`config.mk`:
```
export PLATFORM = sky130hd
export DESIGN_NAME = path_normalizer
export DESIGN_NICKNAME = d
export VERILOG_FILES = /design/src/rtl/core/pn_pkg.sv /design/src/rtl/core/path_normalizer.sv /design/src/rtl/core/pn_path_mem.sv /design/src/rtl/core/pn_parser.sv /design/src/rtl/core/pn_emitter.sv
export SDC_FILE = /design/constraint.sdc
export NUM_CORES = 1
export LEC_CHECK = 0
export BUFFER_PORTS_ARGS = -buffer_cell sky130_fd_sc_hd__clkbuf_2
export CORE_UTILIZATION = 42
export DETAILED_ROUTE_END_ITERATION = 6
export PLACE_DENSITY = 0.61
export SYNTH_ARGS = -nofsm -noshare
export SYNTH_HDL_FRONTEND = slang
export SYNTH_HIERARCHICAL = 1
export SYNTH_SLANG_ARGS = --single-unit
```
`constraint.sdc`:
```
create_clock -name i_clk -period 6.84 [get_ports i_clk]
set_input_delay 0.342 -clock i_clk [delete_from_list [all_inputs] [get_ports i_clk]]
set_output_delay 0.342 -clock i_clk [all_outputs]
set_load 0.005 [all_outputs]
```
`src/rtl/core/pn_pkg.sv`:
```
// Shared types and constants for the path normalizer.
// Used by pn_path_mem, pn_parser, pn_emitter and path_normalizer.
package pn_pkg;

    localparam int MAX_PATH_BYTES = 64;
    localparam int NAME_LEN       = 32;
    localparam int MAX_DEPTH      = 32;

    // Fixed store geometry
    localparam int STORE_DEPTH = 64;
    localparam int STORE_AW    = 6;
    localparam int STACK_DEPTH = 32;
    localparam int STACK_AW    = 5;

    localparam logic [7:0] CHAR_SLASH = 8'h2F;
    localparam logic [7:0] CHAR_DOT   = 8'h2E;
    localparam logic [7:0] CHAR_NUL   = 8'h00;

    typedef enum logic [1:0] {
        ST_OK     = 2'd0,
        ST_NAME   = 2'd1,
        ST_DEPTH  = 2'd2,
        ST_OUTPUT = 2'd3
    } t_status;

    typedef enum logic [1:0] {
        DOT_NONE  = 2'd0,
        DOT_ONE   = 2'd1,
        DOT_TWO   = 2'd2,
        DOT_OTHER = 2'd3
    } t_dot;

    // Write port of the path store
    typedef struct packed {
        logic                wen;
        logic [STORE_AW-1:0] addr;
        logic [7:0]          data;
    } t_store_wr;

    // Request to emit one finished path
    typedef struct packed {
        logic                valid;
        t_status             status;
        logic [STORE_AW-1:0] len;
    } t_emit_req;

endpackage

```
`src/rtl/core/path_normalizer.sv`:
```
// Top level of the streaming path normalizer.
// Depends on pn_pkg, pn_path_mem, pn_parser and pn_emitter.
//
//  channel   dir  handshake                     payload
//  s_axis    in   s_axis_tvalid/s_axis_tready   tdata[7:0] in_char, tlast end_of_path
//  m_axis    out  m_axis_tvalid/m_axis_tready   tdata[7:0] out_char, tuser[1:0] status,
//                                               tlast last_out
//
// An ordinary byte is taken in S_IN; a byte that closes a ".." component also passes
// through S_POP, which waits on the start-stack memory read.
// The final byte passes through S_FIN, then the path store is walked at one byte per
// cycle while m_axis_tready does not stall it; input is held off during the walk and
// until the parser, in S_WAIT, sees the emitter go idle.
// A status item is loaded with no store read. The output register lets the next path start
// while the last item still waits on m_axis_tready.
// Reset is synchronous, active low; the memories are not cleared.
module path_normalizer
    import pn_pkg::*;
(
    input  logic       i_clk,
    input  logic       i_rst_n,
    input  logic       s_axis_tvalid,
    output logic       s_axis_tready,
    input  logic [7:0] s_axis_tdata,   // [7:0] in_char
    input  logic       s_axis_tlast,
    output logic       m_axis_tvalid,
    input  logic       m_axis_tready,
    output logic [7:0] m_axis_tdata,   // [7:0] out_char
    output logic [1:0] m_axis_tuser,   // [1:0] status
    output logic       m_axis_tlast
);

    t_store_wr           store_wr;
    t_emit_req           emit_req;
    logic                emit_busy;
    logic                rd_en;
    logic [STORE_AW-1:0] rd_addr;
    logic [7:0]          rd_data;
    t_status             out_status;

    pn_parser u_parser (
        .i_clk       (i_clk),
        .i_rst_n     (i_rst_n),
        .i_valid     (s_axis_tvalid),
        .i_char      (s_axis_tdata),
        .i_last      (s_axis_tlast),
        .o_ready     (s_axis_tready),
        .o_store_wr  (store_wr),
        .o_req       (emit_req),
        .i_emit_busy (emit_busy)
    );

    pn_path_mem u_path_mem (
        .i_clk     (i_clk),
        .i_wr      (store_wr),
        .i_rd_en   (rd_en),
        .i_rd_addr (rd_addr),
        .o_rd_data (rd_data)
    );

    pn_emitter u_emitter (
        .i_clk     (i_clk),
        .i_rst_n   (i_rst_n),
        .i_req     (emit_req),
        .o_busy    (emit_busy),
        .o_rd_en   (rd_en),
        .o_rd_addr (rd_addr),
        .i_rd_data (rd_data),
        .o_tvalid  (m_axis_tvalid),
        .i_tready  (m_axis_tready),
        .o_char    (m_axis_tdata),
        .o_status  (out_status),
        .o_last    (m_axis_tlast)
    );

    assign m_axis_tuser = out_status;

endmodule

```
`src/rtl/core/pn_path_mem.sv`:
```
// Path store: single-port-write, single-port-read synchronous RAM.
// Depends on pn_pkg for geometry and the write port struct.
module pn_path_mem
    import pn_pkg::*;
(
    input  logic                i_clk,
    input  t_store_wr           i_wr,
    input  logic                i_rd_en,
    input  logic [STORE_AW-1:0] i_rd_addr,
    output logic [7:0]          o_rd_data
);

    logic [7:0] r_mem [STORE_DEPTH];
    logic [7:0] r_rd_data;

    // Write one byte
    always_ff @(posedge i_clk) begin
        if (i_wr.wen) begin
            r_mem[i_wr.addr] <= i_wr.data;
        end
    end

    // Registered read, held when not enabled
    always_ff @(posedge i_clk) begin
        if (i_rd_en) begin
            r_rd_data <= r_mem[i_rd_addr];
        end
    end

    assign o_rd_data = r_rd_data;

endmodule

```
`src/rtl/core/pn_parser.sv`:
```
// Input side: tracks names, dot patterns and depth, writes the path store
// and owns the component start stack. Depends on pn_pkg.
module pn_parser
    import pn_pkg::*;
(
    input  logic      i_clk,
    input  logic      i_rst_n,
    input  logic      i_valid,
    input  logic [7:0] i_char,
    input  logic      i_last,
    output logic      o_ready,
    output t_store_wr o_store_wr,
    output t_emit_req o_req,
    input  logic      i_emit_busy
);

    typedef enum logic [3:0] {
        S_IN   = 4'b0001,
        S_POP  = 4'b0010,
        S_FIN  = 4'b0100,
        S_WAIT = 4'b1000
    } t_state;

    t_state r_state, n_state;
    logic [5:0] r_depth, n_depth;
    logic [6:0] r_wp, n_wp;
    logic [5:0] r_nl, n_nl;
    logic [6:0] r_icnt, n_icnt;
    t_dot       r_dot, n_dot;
    t_status    r_err, n_err;
    logic       r_rel, n_rel;
    logic       r_lastp, n_lastp;

    // Start stack memory
    logic [5:0]          r_stack [STACK_DEPTH];
    logic [5:0]          r_stack_rd;
    logic                stk_wen;
    logic [STACK_AW-1:0] stk_waddr;
    logic                stk_ren;
    logic [STACK_AW-1:0] stk_raddr;

    logic       accept;
    logic       take;
    logic       is_slash;
    logic       fin_go;
    logic [5:0] fin_nl;
    t_dot       fin_dot;
    t_dot       tk_dot;
    logic [5:0] tk_nl;
    t_status    tk_err;
    logic [6:0] idx_char;
    logic [6:0] idx_slash;
    logic [6:0] out_len;
    t_status    fin_status;

    assign o_ready  = (r_state == S_IN);
    assign accept   = i_valid && o_ready;
    assign is_slash = (i_char == CHAR_SLASH);
    assign take     = (r_err == ST_OK) && (r_icnt < 7'(MAX_PATH_BYTES - 1));
    assign idx_char = r_wp + 7'(r_nl);

    // Finished path length and status
    always_comb begin
        out_len    = (r_depth == 6'd0) ? 7'd1 : (r_wp - 7'd1);
        fin_status = r_err;
        if (r_rel && (r_icnt > 7'(MAX_PATH_BYTES - 3))) begin
            fin_status = ST_OUTPUT;
        end
        if ((fin_status == ST_OK) && (out_len > 7'(MAX_PATH_BYTES - 2))) begin
            fin_status = ST_OUTPUT;
        end
    end

    // Take one byte, then close the name on a separator or at end of path; pop, hand off, wait
    always_comb begin
        n_state    = r_state;
        n_depth    = r_depth;
        n_wp       = r_wp;
        n_nl       = r_nl;
        n_icnt     = r_icnt;
        n_dot      = r_dot;
        n_err      = r_err;
        n_rel      = r_rel;
        n_lastp    = r_lastp;
        o_store_wr = '{wen: 1'b0, addr: '0, data: i_char};
        stk_wen    = 1'b0;
        stk_waddr  = r_depth[STACK_AW-1:0];
        stk_ren    = 1'b0;
        stk_raddr  = STACK_AW'(r_depth - 6'd1);
        o_req      = '{valid: 1'b0, status: fin_status, len: out_len[STORE_AW-1:0]};
        tk_dot     = r_dot;
        tk_nl      = r_nl;
        tk_err     = r_err;
        fin_go     = 1'b0;
        fin_nl     = r_nl;
        fin_dot    = r_dot;
        idx_slash  = r_wp + 7'(r_nl);

        unique case (r_state)
            S_IN: begin
                if (accept) begin
                    // byte handling
                    if (take) begin
                        if ((r_icnt == 7'd0) && !is_slash) begin
                            n_rel = 1'b1;
                        end
                        n_icnt = r_icnt + 7'd1;
                        if (!is_slash) begin
                            if ((7'(r_nl) + 7'd1) >= 7'(NAME_LEN)) begin
                                tk_err = ST_NAME;
                            end else begin
                                if (r_nl == 6'd0) begin
                                    tk_dot = (i_char == CHAR_DOT) ? DOT_ONE : DOT_OTHER;
                                end else if ((r_nl == 6'd1) && (r_dot == DOT_ONE)
                                             && (i_char == CHAR_DOT)) begin
                                    tk_dot = DOT_TWO;
                                end else begin
                                    tk_dot = DOT_OTHER;
                                end
                                tk_nl = r_nl + 6'd1;
                                if (idx_char < 7'(MAX_PATH_BYTES)) begin
                                    o_store_wr.wen  = 1'b1;
                                    o_store_wr.addr = idx_char[STORE_AW-1:0];
                                end
                            end
                        end
                    end
                    n_err = tk_err;
                    n_dot = tk_dot;
                    n_nl  = tk_nl;
                    fin_go  = (take && is_slash) || (i_last && (tk_err == ST_OK));
                    fin_nl  = tk_nl;
                    fin_dot = tk_dot;
                    idx_slash = r_wp + 7'(fin_nl);

                    // close the name
                    if (fin_go) begin
                        n_nl  = 6'd0;
                        n_dot = DOT_NONE;
                        if (fin_nl != 6'd0) begin
                            if (fin_dot == DOT_TWO) begin
                                if (r_depth != 6'd0) begin
                                    n_depth = r_depth - 6'd1;
                                    stk_ren = 1'b1;
                                end
                            end else if (fin_dot != DOT_ONE) begin
                                if (r_depth >= 6'(MAX_DEPTH)) begin
                                    n_err = ST_DEPTH;
                                end else begin
                                    stk_wen = 1'b1;
                                    n_wp    = r_wp + 7'(fin_nl) + 7'd1;
                                    n_depth = r_depth + 6'd1;
                                    // trailing separator at end of path is never shown
                                    if (is_slash && take
                                        && (idx_slash < 7'(MAX_PATH_BYTES))) begin
                                        o_store_wr.wen  = 1'b1;
                                        o_store_wr.addr = idx_slash[STORE_AW-1:0];
                                        o_store_wr.data = CHAR_SLASH;
                                    end
                                end
                            end
                        end
                    end

                    n_lastp = i_last;
                    if (stk_ren) begin
                        n_state = S_POP;
                    end else if (i_last) begin
                        n_state = S_FIN;
                    end
                end
            end
            S_POP: begin
                // restore write position from the stack
                n_wp    = {1'b0, r_stack_rd};
                n_state = r_lastp ? S_FIN : S_IN;
            end
            S_FIN: begin
                // hand off and clear per-path state
                o_req.valid = 1'b1;
                n_depth = 6'd0;
                n_wp    = 7'd1;
                n_nl    = 6'd0;
                n_icnt  = 7'd0;
                n_dot   = DOT_NONE;
                n_err   = ST_OK;
                n_rel   = 1'b0;
                n_lastp = 1'b0;
                n_state = S_WAIT;
            end
            S_WAIT: begin
                if (!i_emit_busy) begin
                    n_state = S_IN;
                end
            end
            default: begin
                n_state = S_IN;
            end
        endcase
    end

    // Control registers
    always_ff @(posedge i_clk) begin
        if (!i_rst_n) begin
            r_state <= S_IN;
            r_depth <= 6'd0;
            r_wp    <= 7'd1;
            r_nl    <= 6'd0;
            r_icnt  <= 7'd0;
            r_dot   <= DOT_NONE;
            r_err   <= ST_OK;
            r_rel   <= 1'b0;
            r_lastp <= 1'b0;
        end else begin
            r_state <= n_state;
            r_depth <= n_depth;
            r_wp    <= n_wp;
            r_nl    <= n_nl;
            r_icnt  <= n_icnt;
            r_dot   <= n_dot;
            r_err   <= n_err;
            r_rel   <= n_rel;
            r_lastp <= n_lastp;
        end
    end

    // Start stack: push writes, pop reads into a register used in S_POP
    always_ff @(posedge i_clk) begin
        if (stk_wen) begin
            r_stack[stk_waddr] <= r_wp[5:0];
        end
        if (stk_ren) begin
            r_stack_rd <= r_stack[stk_raddr];
        end
    end

    // Depth never exceeds the limit
    a_depth_limit: assert property (@(posedge i_clk) disable iff (!i_rst_n)
        r_depth <= 6'(MAX_DEPTH))
        else $error("depth above limit");

    // A pop always leaves room below the limit
    a_pop_depth: assert property (@(posedge i_clk) disable iff (!i_rst_n)
        (r_state == S_POP) |-> (r_depth < 6'(MAX_DEPTH)))
        else $error("pop with bad depth");

    // Push and pop never coincide
    a_stack_excl: assert property (@(posedge i_clk) disable iff (!i_rst_n)
        !(stk_wen && stk_ren))
        else $error("stack push and pop together");

endmodule

```
`src/rtl/core/pn_emitter.sv`:
```
// Output side: walks the path store one byte a cycle, unless the output stalls, into an output register,
// or sends a single status item. Depends on pn_pkg.
module pn_emitter
    import pn_pkg::*;
(
    input  logic                i_clk,
    input  logic                i_rst_n,
    input  t_emit_req           i_req,
    output logic                o_busy,
    output logic                o_rd_en,
    output logic [STORE_AW-1:0] o_rd_addr,
    input  logic [7:0]          i_rd_data,
    output logic                o_tvalid,
    input  logic                i_tready,
    output logic [7:0]          o_char,
    output t_status             o_status,
    output logic                o_last
);

    typedef enum logic [1:0] {
        E_IDLE = 2'b01,
        E_RUN  = 2'b10
    } t_estate;

    t_estate             r_state, n_state;
    t_status             r_status, n_status;
    logic [STORE_AW-1:0] r_len, n_len;
    logic [STORE_AW-1:0] r_k, n_k;
    logic                r_rdv, n_rdv;
    logic                r_ovld, n_ovld;
    logic [7:0]          r_char, n_char;
    t_status             r_ostat, n_ostat;
    logic                r_olast, n_olast;
    logic                can_load;
    logic                load;
    logic                is_last;

    assign can_load = !r_ovld || i_tready;
    assign is_last  = (r_k == (r_len - STORE_AW'(1)));
    assign load     = (r_state == E_RUN) && can_load
                      && ((r_status != ST_OK) || r_rdv);

    // Walk the store and fill the output register
    always_comb begin
        n_state   = r_state;
        n_status  = r_status;
        n_len     = r_len;
        n_k       = r_k;
        n_rdv     = r_rdv;
        n_ovld    = r_ovld && !i_tready;
        n_char    = r_char;
        n_ostat   = r_ostat;
        n_olast   = r_olast;
        o_rd_en   = 1'b0;
        o_rd_addr = r_k;

        unique case (r_state)
            E_IDLE: begin
                if (i_req.valid) begin
                    n_state  = E_RUN;
                    n_status = i_req.status;
                    n_len    = i_req.len;
                    n_k      = '0;
                    n_rdv    = 1'b0;
                end
            end
            E_RUN: begin
                if (r_status != ST_OK) begin
                    // single status item
                    if (load) begin
                        n_ovld  = 1'b1;
                        n_char  = CHAR_NUL;
                        n_ostat = r_status;
                        n_olast = 1'b1;
                        n_state = E_IDLE;
                    end
                end else if (load) begin
                    n_ovld  = 1'b1;
                    n_char  = (r_k == '0) ? CHAR_SLASH : i_rd_data;
                    n_ostat = ST_OK;
                    n_olast = is_last;
                    if (is_last) begin
                        n_state = E_IDLE;
                        n_rdv   = 1'b0;
                    end else begin
                        o_rd_en   = 1'b1;
                        o_rd_addr = r_k + STORE_AW'(1);
                        n_k       = r_k + STORE_AW'(1);
                    end
                end else if (!r_rdv) begin
                    o_rd_en = 1'b1;
                    n_rdv   = 1'b1;
                end
            end
            default: begin
                n_state = E_IDLE;
            end
        endcase
    end

    // Control registers
    always_ff @(posedge i_clk) begin
        if (!i_rst_n) begin
            r_state <= E_IDLE;
            r_rdv   <= 1'b0;
            r_ovld  <= 1'b0;
        end else begin
            r_state <= n_state;
            r_rdv   <= n_rdv;
            r_ovld  <= n_ovld;
        end
    end

    // Payload registers
    always_ff @(posedge i_clk) begin
        r_status <= n_status;
        r_len    <= n_len;
        r_k      <= n_k;
        r_char   <= n_char;
        r_ostat  <= n_ostat;
        r_olast  <= n_olast;
    end

    assign o_busy   = (r_state != E_IDLE);
    assign o_tvalid = r_ovld;
    assign o_char   = r_char;
    assign o_status = r_ostat;
    assign o_last   = r_olast;

    // Final item ends the walk
    a_last_ends: assert property (@(posedge i_clk) disable iff (!i_rst_n)
        (load && ((r_status != ST_OK) || is_last)) |=> !o_busy)
        else $error("walk continues after final item");

    // No store reads while idle
    a_idle_quiet: assert property (@(posedge i_clk) disable iff (!i_rst_n)
        (r_state == E_IDLE) |-> !o_rd_en)
        else $error("store read while idle");

    // Status items are single and final
    a_status_last: assert property (@(posedge i_clk) disable iff (!i_rst_n)
        (r_ovld && (r_ostat != ST_OK)) |-> (r_olast && (r_char == CHAR_NUL)))
        else $error("malformed status item");

endmodule

```
== Word level (Yosys, flattened, before mapping) ==
Memories as Yosys holds them, arrays and structs flattened. A register that Yosys moved wholly into a read port is not among the register bits.
Index checks and enable logic that the tools add are counted.
Operators by class
  add/sub/neg operators: 11
  $lt $le $gt $ge: 7
  equality and inequality tests: 32
  muxes and demuxes: 129
  reductions and logical operators: 43
Operators by type and width (count)
  15-bit two-way mux: 8
  6-bit two-way mux: 19
  7-bit two-way mux: 13
  2-bit two-way mux: 29
  1-bit two-way mux: 39
  6-bit case mux with 2 select lines: 3
  8-bit two-way mux: 4
  2-bit != test, second input constant: 11
  7-bit case mux with 3 select lines: 1
  6-bit by 1-bit adder with 6-bit output, second input constant: 3
  6-bit zero test: 3
  8-bit by 6-bit == test with 1-bit output, second input constant: 2
  4-bit two-way mux: 4
  4-bit case mux with 4 select lines: 1
  3-bit != test, second input constant: 5
  7-bit by 1-bit adder with 7-bit output, second input constant: 2
  7-bit by 6-bit adder with 7-bit output: 2
  7-bit by 6-bit > comparator with 1-bit output, second input constant: 2
  7-bit less-than comparator, second input constant: 2
  7-bit case mux with 2 select lines: 1
  7-bit AND reduction: 2
  1-bit logical AND: 13
  2-bit case mux with 2 select lines: 3
  6-bit nonzero test: 2
  27 further kinds: 48
Storage, ports and cells
  flip-flop bits (word level): 65
  memory bits (writable): 704
  input port bits: 13
  output and inout bits: 13
  memories: 2
Memories
  u_path_mem.r_mem: depth 64, width 8, rd ports 1, clocked after Yosys merged registers in 1, write ports 1, RTL line pn_path_mem.sv:13  | logic [7:0] r_mem [STORE_DEPTH];
  u_parser.r_stack: depth 32, width 6, rd ports 1, clocked after Yosys merged registers in 1, write ports 1, RTL line pn_parser.sv:35  | logic [5:0] r_stack [STACK_DEPTH];

== Longest topological paths before layout ==
Gate-level depths: netlist of run 1.
  word-level depth: 20
  depth in mapped cells: 21
  mapped depth without buffers: 18

== Modules after synthesis ==
The synthesis of run 1 kept the hierarchy.
By module, submodules not included
  pn_path_mem: times used 1, cells each 972, area an instance 20270.7 sq um, seq. area each 15615.0 sq um
  pn_parser: times used 1, cells each 751, area an instance 11018.1 sq um, seq. area each 6666.4 sq um
  pn_emitter: times used 1, cells each 123, area an instance 1455.1 sq um, seq. area each 830.8 sq um

== Least setup slack after synthesis of run 1 ==
OpenSTA, ideal clock, no wires.
  path kind: flip-flop to flip-flop
  start: reg u_parser.r_nl[0]
  end: mem u_path_mem.r_mem[28][0], enable pin
  arrival time: 4.773 ns
  setup slack: 1.696 ns
  stages on the path, launching flop included: 20
  clock period less this slack: 5.144 ns
  cell sequence: dfxtp_1 ha_1 nor4b_4 o211a_2 buf_6 nand4_1 xnor2_1 ha_1 o21ai_0 a21oi_1 o21a_1 or3_1 a221oi_2 a22oi_1 nor2_1 clkbuf_1 or3b_2 or2_2 clkbuf_1 nor2_1
RTL lines
  start, declared: RTL line pn_parser.sv:27  | logic [5:0] r_nl, n_nl;
  start signal, assigned: RTL line pn_parser.sv:218  | r_nl <= n_nl;
  end, declared: RTL line pn_path_mem.sv:13

==> results of run 1 <==
metal layers:
| metal | track usage | up-vias | wire length, um |
|---|---|---|---|
| li1 | - | 7616 | - |
| met1 | 0.273 | 9064 | 32800 |
| met2 | 0.309 | 554 | 35900 |
| met3 | 0.0368 | 104 | 4880 |
| met4 | 0.0464 | 2 | 1350 |
| met5 | 0 | - | 11 |
registers in the layout, summed over array words and instances (netlist names), 4 cells and up:
register / flops
u_parser/r_stack_rd: 6
u_parser/r_icnt: 7
u_emitter/o_char: 8
u_path_mem/r_mem: 512
u_parser/r_nl: 6
u_emitter/r_k: 6
u_parser/r_wp: 7
u_path_mem/o_rd_data: 8
u_emitter/r_len: 6
u_parser/r_depth: 6
u_parser/r_state: 4
u_parser/r_stack: 192
worst max-delay path, stage by stage, from the launching register on:
cell and delay [ns]:
dfxtp_1 0.41, ha_1 0.30, nor4b_4 0.37, o211a_2 0.42
nand4_1 0.17, xnor2_1 0.26, ha_1 0.31, o21ai_0 0.19
a21oi_1 0.06, o21a_1 0.18, or3_1 0.36, a221oi_2 0.29
a22oi_1 0.10, nor2_1 0.39, or3b_2 0.54, or2_2 0.41
nor2_1 0.60
cell type report:
type	instances	area, um2	area share
sequential	783	23100	0.622
timing repair buffer	106	773	0.0208
multi-input combinational	935	9100	0.245
clock inverter	65	602	0.0162
tap	1040	1300	0.0350
inverter	29	109	0.00293
clock buffer	90	2150	0.0578
per-stage QoR:
stage	std cells	setup WS (ns)	util	power (uW)	cell area, um2
final	3048	1.07	0.480	10200	37100
after global routing	3048	0.575	0.480	10500	37100
after CTS	3048	1.13	0.480	10300	37100
after detailed placement	2892	1.21	0.445	5860	34400
after global placement	2892	1.35	0.445	5850	34400
after floorplan	1846	1.70	-	5700	32700
how the worst min path moves through the flow:
stage	startpoint	endpoint	slack [ns]	depth (start not counted)
4_1_cts	m_axis_tready	u_emitter/o_tvalid	0.06	3
5_1_grt	m_axis_tready	u_emitter/o_tvalid	0.09	3
6_report	m_axis_tready	u_emitter/o_tvalid	0.1	3
3_3_place_gp	u_parser/r_rel	u_parser/r_rel	0.46	2
3_5_place_dp	u_parser/r_rel	u_parser/r_rel	0.47	2
2_1_floorplan	u_parser/r_rel	u_parser/r_rel	0.43	2
timing repair:
action | in CTS | in global routing
gates resized for setup | 0 | 0
endpoints found under the hold margin | 1 | 0
hold buffers | 1 | 0
placed cells by master, fill, tap and decap left out, types with 8 or more instances in the layout:
cell type,instances
clkbuf_2,25
or3_1,14
clkinv_2,15
nand4_1,8
nor4_1,9
nand3_1,33
xor2_1,9
nand2_1,73
o22ai_1,23
clkbuf_16,85
clkinvlp_4,10
xnor2_1,28
and2_1,13
nor3_1,13
o21a_1,15
mux4_2,184
o221ai_1,8
o21ai_0,29
nor2_1,168
edfxtp_1,743
nor2b_1,25
a22oi_1,12
inv_1,26
buf_4,77
ha_1,26
nand2b_1,13
clkinv_1,21
mux2i_1,35
a21oi_1,26
and3_1,8
dfxtp_1,39
a31oi_1,9
or2_2,9
logic make-up (layout without fill, tap and decap cells):
| kind of cell | after synthesis | after routing | share of synthesized area |
|---|---|---|---|
| flops | 783 | 783 | 0.706 |
| fa+ha+maj | 29 | 29 | 0.0115 |
| compound gates | 195 | 195 | 0.0428 |
| mux | 230 | 230 | 0.142 |
| simple gates | 440 | 440 | 0.0687 |
| xor+xnor | 41 | 41 | 0.0110 |
| buf+inv | 128 | 290 | 0.0186 |
power groups by stage:
stage,logic (uW),clock network (uW),registers (uW)
global placement,473,0,5380
global route,514,4720,5280
CTS,483,4540,5280
finish,477,4440,5280
detailed placement,481,0,5380
floorplan,309,0,5390
==> impl_metrics.ini, run 1 <==
[outcome]
outcome = finished clean

[power_and_ir_drop]
vdd_drop_max_mv = 0.159
pwr_density_cell_nw_per_um2 = 275
switching_share = 0.215
comb_power_share = 0.047
p_leak_uw = 0.0118
p_seq_frac = 0.518
p_int_uw = 8010
p_sw_uw = 2190
clkPwrFrac = 0.435

[floorplan]
rows = 102
start_util = 0.423
fp.dieH_um = 281
core_um2 = 77300
dieWidth_um = 281
die_area_um2 = 79100
num_io_pins = 26

[sta]
drv_slew = 0
fin_crit_sh = 0.843
hold_viol = 0
fin_skew_ns = 0.0373
period_needed_ns = 5.77
fmax_ghz = 0.173
slew-limit-headroom = 0.223
finalSetupViolations = 0
rsz0062_at_grt = false
tns_ns = 0
hold_slack_ns = 0.0970
worst_slew_pin_slew_ns = 1.14

[critical_path]
rr_worst_depth = 16
reg2reg_from = u_parser/r_nl[0]
required_ns = 7.08
r2r-end = u_path_mem/r_mem[12][6]
critPathKind = register to register
cp_max_fo = 12
crit_end = u_path_mem/r_mem[12][6]
startpoint = u_parser/r_nl[0]
cp-start-kind = register
arrival_ns = 6.00
reg2reg_slack_ns = 1.07
cp-end-kind = register

[clock_network]
numCtsBuffers = 84
cts_max_path_buffers = 3
clkSlewWorstSetupHoldPaths_ns = 0.06
post_cts_buffers = 0
cts_root_buf = clkbuf_16
cts_tree = done
htreeDepth = 3
clkLatencyLatePin_ns = 0.63
cts_num_sinks = 783

[synth]
synth_area_um2 = 32700
synthFlopType = edfxtp_1
syn-instance-count = 1846
synth.net_count = 1888
yosysSeqAreaShare = 0.706
avgSynthCellArea_um2 = 17.7
async_reset_ff_frac = 0
synth_edf_count = 743
yosysMostFrequentCell = edfxtp_1
synth_top_area_frac = 0.681
yosys.area.top_type = edfxtp_1
yosys-top-cells-count = edfxtp_1, mux4_2, nor2_1, nand2_1, clkbuf_1
synth_seq_cells = 783
yosys-top-cells-area = edfxtp_1, mux4_2, dfxtp_1, nor2_1, mux2i_1
yosys_warnings = 6
ys_types = 92

[drt]
via_count = 17340
drt-initial-drc-count = 1449
via_per_inst = 5.69
detail_route.wl_per_cell_um = 24.6
first_pass_iters = 5
wirelength_um = 74900
drc = 0
final_antenna_net_count = 0

[finish]
diodes = 0
area_delta_synth_final_pct = 13.5
drive_gt1_frac = 0.241
fin_nets = 1981
fillers = 6492

[hold_path]
min_path_type = input port to register

[global_route]
grt_pass1_wl_um = 113000
grt_pass1_vias = 17338
antenna_found_initial = 1
grt.total_usage = 0.193
grt_overflow_total = 0
grt_start_max_net_pins = 67

[placement]
gp_congestion = 0.883
io_buffers = 25
dp_hpwl_um = 48600

[job]
drv_cap = 0
Note: power is estimated with default switching activity, not from simulation.
==> run 2, diff against run 1 <==
- PLACE_DENSITY: 0.61 -> 0.63
- clock period: 6.84 -> 4.95 ns (I/O delays scaled with it)
==> run 2 against run 1 <==
Net effect:
- power grew 36%
- hold slack gained 0.10 ns
- maximum frequency grew 20%
- via count grew 2.5%
- clock power grew 31%
- sequential share of layout area shrank 1.2 points
- flip-flop and latch count is the same
- largest cell class unchanged
- highest routed layer is now met4
==> impl_metrics.ini, run 2 (synthesis gave the netlist of run 1 again) <==
[floorplan]
core_um2 = 77300
die_area_um2 = 79100
dieWidth_um = 281
fp.dieH_um = 281
start_util = 0.423
rows = 102
num_io_pins = 26

[drt]
via_per_inst = 5.67
detail_route.wl_per_cell_um = 24.7
drt-initial-drc-count = 1837
highest_layer = met4
dr_wl_met2_um = 37400
first_pass_iters = 5
via_count = 17779
drc = 0
final_antenna_net_count = 0
wl_met3_um = 5170
routedLengthMet1_um = 33500
wirelength_um = 77400

[critical_path]
required_ns = 5.24
cp-end-kind = register
crit_end = u_path_mem/r_mem[12][3]
reg2reg_from = u_parser/r_nl[0]
rr_worst_depth = 18
startpoint = u_parser/r_nl[0]
cp_max_fo = 8
arrival_ns = 5.09
cp-start-kind = register
critPathKind = register to register
r2r-end = u_path_mem/r_mem[12][3]
reg2reg_slack_ns = 0.15

[finish]
fin_area_um2 = 37900
utilization = 0.489
area_delta_synth_final_pct = 15.6
final_common_cell = edfxtp_1
fin_nets = 2073
drive_gt1_frac = 0.280
diodes = 0
top_register = u_path_mem/r_mem
fin_cells = 3135
fillers = 6352
final_cell_mix = edfxtp_1, mux4_2, buf_4
top_regs = u_path_mem/r_mem: 512 flops, u_parser/r_stack: 192 flops
largest_register_ffs = 512

[outcome]
outcome = finished clean

[sta]
hold_slack_ns = 0.201
hold_viol = 0
fin_crit_sh = 0.969
slew-limit-headroom = 0.211
finalSetupViolations = 0
fmax_ghz = 0.208
fin_skew_ns = 0.0312
worst_slew_pin_slew_ns = 1.18
period_needed_ns = 4.80
drv_slew = 0

[global_route]
antenna_found_initial = 0
grt_overflow_total = 0
grt_pass1_vias = 18019
grt.total_usage = 0.199
grt_start_max_net_pins = 66
grt_pass1_wl_um = 116000

[power_and_ir_drop]
p_leak_uw = 0.0123
switching_share = 0.216
pwr_density_cell_nw_per_um2 = 365
p_sw_uw = 2990
clkPwrFrac = 0.421
p_int_uw = 10800
vdd_drop_max_mv = 0.189
p_seq_frac = 0.528
comb_power_share = 0.052

[placement]
dp_hpwl_um = 50600
gp_congestion = 0.887
placed_cells = 2984
place_area_um2 = 35200
io_buffers = 25

[clock_network]
cts_num_sinks = 783
htreeDepth = 3
clkSlewWorstSetupHoldPaths_ns = 0.06
clkLatencyLatePin_ns = 0.63
cts_root_buf = clkbuf_16
cts_max_path_buffers = 3
cts_tree = done
numCtsBuffers = 79

[job]
drv_cap = 0

[hold_path]
min_path_type = input port to register
run 2: worst min-delay path by stage:
stage                              start             endpoint  depth (start not counted)
after global routing       s_axis_tvalid  u_parser/r_state[2]                          5
final                      s_axis_tvalid     u_parser/r_lastp                          4
after floorplan                  i_rst_n   u_emitter/o_tvalid                          1
after detailed placement  u_parser/r_rel       u_parser/r_rel                          2
after global placement    u_parser/r_rel       u_parser/r_rel                          2
after CTS                  s_axis_tvalid     u_parser/r_lastp                          4
run 2: cell type report:
cell class	instances	area [um2]	share of cell area
Sequential cell	783	23100	0.611
Multi-Input combinational cell	935	9210	0.243
Clock inverter	59	503	0.0133
Tap cell	1040	1300	0.0344
Inverter	29	109	0.00288
Clock buffer	86	2050	0.0540
Timing Repair Buffer	203	1570	0.0414
run 2: critical path: stages, from the launching register on:
cell      delay [ns]
dfxtp_1         0.38
ha_2            0.24
nor2b_1         0.13
o21ai_0         0.09
or3_1           0.41
nor2_4          0.15
xor2_1          0.19
ha_1            0.27
o21ai_0         0.09
a21oi_1         0.08
o21a_1          0.18
or3_1           0.37
a221oi_4        0.32
a22oi_2         0.12
nor2_2          0.20
or3b_2          0.50
or2_2           0.32
buf_12          0.16
nor2_4          0.26
run 2: power groups by stage:
stage	registers (uW)	clock network [uW]	logic, uW
2_1_floorplan	7440	0	428
3_3_place_gp	7430	0	698
3_5_place_dp	7440	0	708
4_1_cts	7290	5930	714
5_1_grt	7290	6170	769
6_report	7300	5820	713
run 2: metal layers:
metal,vias up,track usage
li1,7797,-
met1,9243,0.284
met2,643,0.321
met3,96,0.0307
met4,0,0.0486
met5,-,0
run 2: repair_timing:
item	CTS	global route
pin swaps	0	5
endpoints found under the setup margin	16	494
gates resized for setup	2	13
hold buffers	2	0
endpoints found under the hold margin	3	0
buffers inserted	0	4
run 2: per-stage QoR:
stage | power, uW | worst slack [ns] | setup TNS (ns)
finish | 13800 | 0.151 | 0
global route | 14200 | -0.0337 | -0.342
floorplan | 7870 | 0.0578 | 0
global placement | 8130 | 0.0277 | 0
CTS | 13900 | 0.0220 | 0
detailed placement | 8140 | -0.104 | -3.25
==> run 3, diff against run 2 <==
- ABC_AREA: default -> 1
==> run 3 against run 2 <==
Net effect:
- flip-flop and latch count stayed put
- combinational power grew to 2.7 times the previous value
- synthesized area is 4.7% higher
- routed wire length is 12% higher
- worst setup slack better by 0.072 ns
- first-iteration DRC count is 51% higher
- critical endpoint is now u_path_mem/r_mem[23][3]
==> impl_metrics.ini, run 3 <==
[outcome]
outcome = finished clean

[global_route]
grt.total_usage = 0.210
grt_pass1_vias = 22766
grt_overflow_total = 0
grt_start_max_net_pins = 188
grt_pass1_wl_um = 133000
antenna_found_initial = 0

[sta]
worst_slew_pin_slew_ns = 1.05
period_needed_ns = 4.73
fin_crit_sh = 0.955
slew-limit-headroom = 0.298
rsz0062_at_grt = true
drv_slew = 0
fmax_ghz = 0.212
layout_setup_ws_ns = 0.223
hold_viol = 0
finalSetupViolations = 0
fin_skew_ns = 0.0195

[synth]
synth.net_count = 3184
synthFlopType = edfxtp_1
synth-simple-area-share = 0.219
synth_area_um2 = 34300
synth-compound-area-share = 0.0453
yosysMostFrequentCell = nand2_1
async_reset_ff_frac = 0
yosys.area.top_type = edfxtp_1
synth_edf_count = 743
synth_top_family_by_area = simple AND/OR/NAND/NOR gates
yosys_warnings = 6
synth_xor_area_frac = 0.00486
yosys-top-cells-area = edfxtp_1, nand2_1, nand3_1, nor2_1, dfxtp_1
synthAdderAreaFrac = 0.0110
ys_types = 55
syn-instance-count = 3142
avgSynthCellArea_um2 = 10.9
synth_top_area_frac = 0.651
synth_seq_cells = 783
yosysSeqAreaShare = 0.674
yosys-top-cells-count = nand2_1, edfxtp_1, nand3_1, nor2_1, inv_1
synth.mux.area_fraction = 0

[critical_path]
reg2reg_slack_ns = 0.22
cp_max_fo = 8
cp-start-kind = register
reg2reg_from = u_parser/r_icnt[0]
crit_path_top_delay_cell = fa_1
required_ns = 5.27
r2r-end = u_path_mem/r_mem[23][3]
cp-end-kind = register
crit_chain = nand3_1 > inv_1 > nand2_1 > nand2_2 > nor2_4 > buf_4 > nand3_1 > nand2_1 > ha_1 > inv_1 > fa_1 > nor3_1 > nand3b_1 > xor2_2 > nand4_1 > nor2_4 > nor2b_4 > nor2_1 > nor2_2 > inv_2 > nor3_1 > nand2_2 > nor2_1 > buf_4
critPathKind = register to register
cpPeakStageDelay_ns = 0.42
arrival_ns = 5.05
rr_worst_depth = 24

[drt]
via_per_inst = 5.41
via_count = 23409
drc = 0
drt-initial-drc-count = 2782
first_pass_iters = 6
wirelength_um = 86700
detail_route.wl_per_cell_um = 20.0
final_antenna_net_count = 0

[finish]
diodes = 0
fin_area_um2 = 38500
fin_cells = 4326
final_cell_mix = nand2_1, edfxtp_1, nand3_1
largest_register_ffs = 512
fin_nets = 3247
final_common_cell = nand2_1
top_regs = u_path_mem/r_mem: 512 flops, u_parser/r_stack: 192 flops
area_delta_synth_final_pct = 12.2
drive_gt1_frac = 0.112
top_register = u_path_mem/r_mem

[placement]
io_buffers = 25
place_area_um2 = 35800
placed_cells = 4184
pre_cts_slack_ns = -0.0577
gp_congestion = 0.878
dp_hpwl_um = 52800

[hold_path]
worstHoldEndpoint = u_emitter/r_state[0]
hold_depth = 2
min_from = i_rst_n
min_path_type = input port to register

[clock_network]
post_cts_buffers = 0
clkSlewWorstSetupHoldPaths_ns = 0.06
htreeDepth = 3
clkLatencyLatePin_ns = 0.62
cts_max_path_buffers = 3
cts_num_sinks = 783
cts_root_buf = clkbuf_16
cts_tree = done
numCtsBuffers = 77

[power_and_ir_drop]
p_int_uw = 11400
clkPwrFrac = 0.386
p_seq_frac = 0.490
vdd_drop_max_mv = 0.359
p_leak_uw = 0.0142
comb_power_share = 0.124
p_sw_uw = 3890
pwr_density_cell_nw_per_um2 = 398
switching_share = 0.255

[floorplan]
fp.dieH_um = 288
rows = 104
start_util = 0.425
dieWidth_um = 288
core_um2 = 80700
num_io_pins = 26
die_area_um2 = 82800

[job]
drv_cap = 0
==> run 3: changes by cell type after synthesis, moves of 21 or more <==
cell | previous run | this run
mux4_2 | 184 | 0
nand3_1 | 33 | 486
mux2i_1 | 36 | 0
nor2_1 | 168 | 290
nand2_1 | 73 | 837
buf_6 | 6 | 27
o21ai_0 | 29 | 127
nor2b_1 | 25 | 0
xnor2_1 | 30 | 3
inv_1 | 26 | 145
buf_2 | 24 | 57
==> run 3: worst max path at each step <==
stage | depth (start not counted) | to | startpoint | slack, ns
global placement | 25 | u_path_mem/r_mem[13][1] | s_axis_tdata[3] | 0.07
CTS | 25 | u_path_mem/r_mem[22][5] | u_parser/r_nl[1] | 0.04
finish | 24 | u_path_mem/r_mem[23][3] | u_parser/r_icnt[0] | 0.22
detailed placement | 25 | u_path_mem/r_mem[13][1] | s_axis_tdata[3] | -0.06
global route | 26 | u_path_mem/r_mem[29][4] | u_parser/r_nl[1] | -0.07
floorplan | 24 | u_path_mem/r_mem[55][0] | u_parser/r_nl[1] | 0.47
==> run 3: metal layers <==
layer  global-route usage  part of all wire  vias to the layer above
li1                     -                 -                    11049
met5                    0                 0                        -
met1                0.290              0.42                    11287
met3               0.0335             0.079                      152
met2                0.339              0.47                      921
met4               0.0681             0.028                        0
==> run 3: kinds of logic after synthesis <==
group | count (synthesis)
flops | 783
simple gates | 1722
fa+ha+maj | 29
buf+inv | 326
xor+xnor | 19
compound gates | 263
==> run 3: layout make-up <==
type / count / area [um2]
Tap cell: 1060 / 1330
Sequential cell: 783 / 23100
Clock inverter: 45 / 455
Fill cell: 7289 / 42200
Multi-Input combinational cell: 2033 / 9690
Clock buffer: 95 / 2100
Timing Repair Buffer: 151 / 1160
Inverter: 159 / 614
==> run 3: metrics by stage <==
step	hold WS, ns	power (uW)	util	TNS (ns)
after CTS	0.00705	15400	0.476	0
after global placement	0.453	9480	0.444	0
after floorplan	0.336	8800	-	0
after detailed placement	0.461	9480	0.444	-0.460
after global routing	0.0307	15800	0.477	-3.14
final	0.0267	15300	0.477	0
==> run 3: worst max-delay path: cells and delay by family, from the launching register on <==
family        cells  cell delay [ns]
xor+xnor          1             0.20
buf+inv           5             0.57
simple gates     16             2.70
flops             1             0.35
fa+ha+maj         2             0.62
==> run 3: timing repair <==
item,in CTS,in global routing
setup endpoints to repair,8,512
resized for setup,1,23
hold buffers,2,0
pin swaps,0,2
endpoints found under the hold margin,2,0
==> run 3: power groups by stage <==
stage	Combinational (uW)	Sequential (uW)	Clock, uW
6_report	1900	7490	5900
5_1_grt	2070	7500	6240
4_1_cts	1860	7490	6000
3_5_place_dp	1850	7630	0
3_3_place_gp	1850	7630	0
2_1_floorplan	1100	7700	0
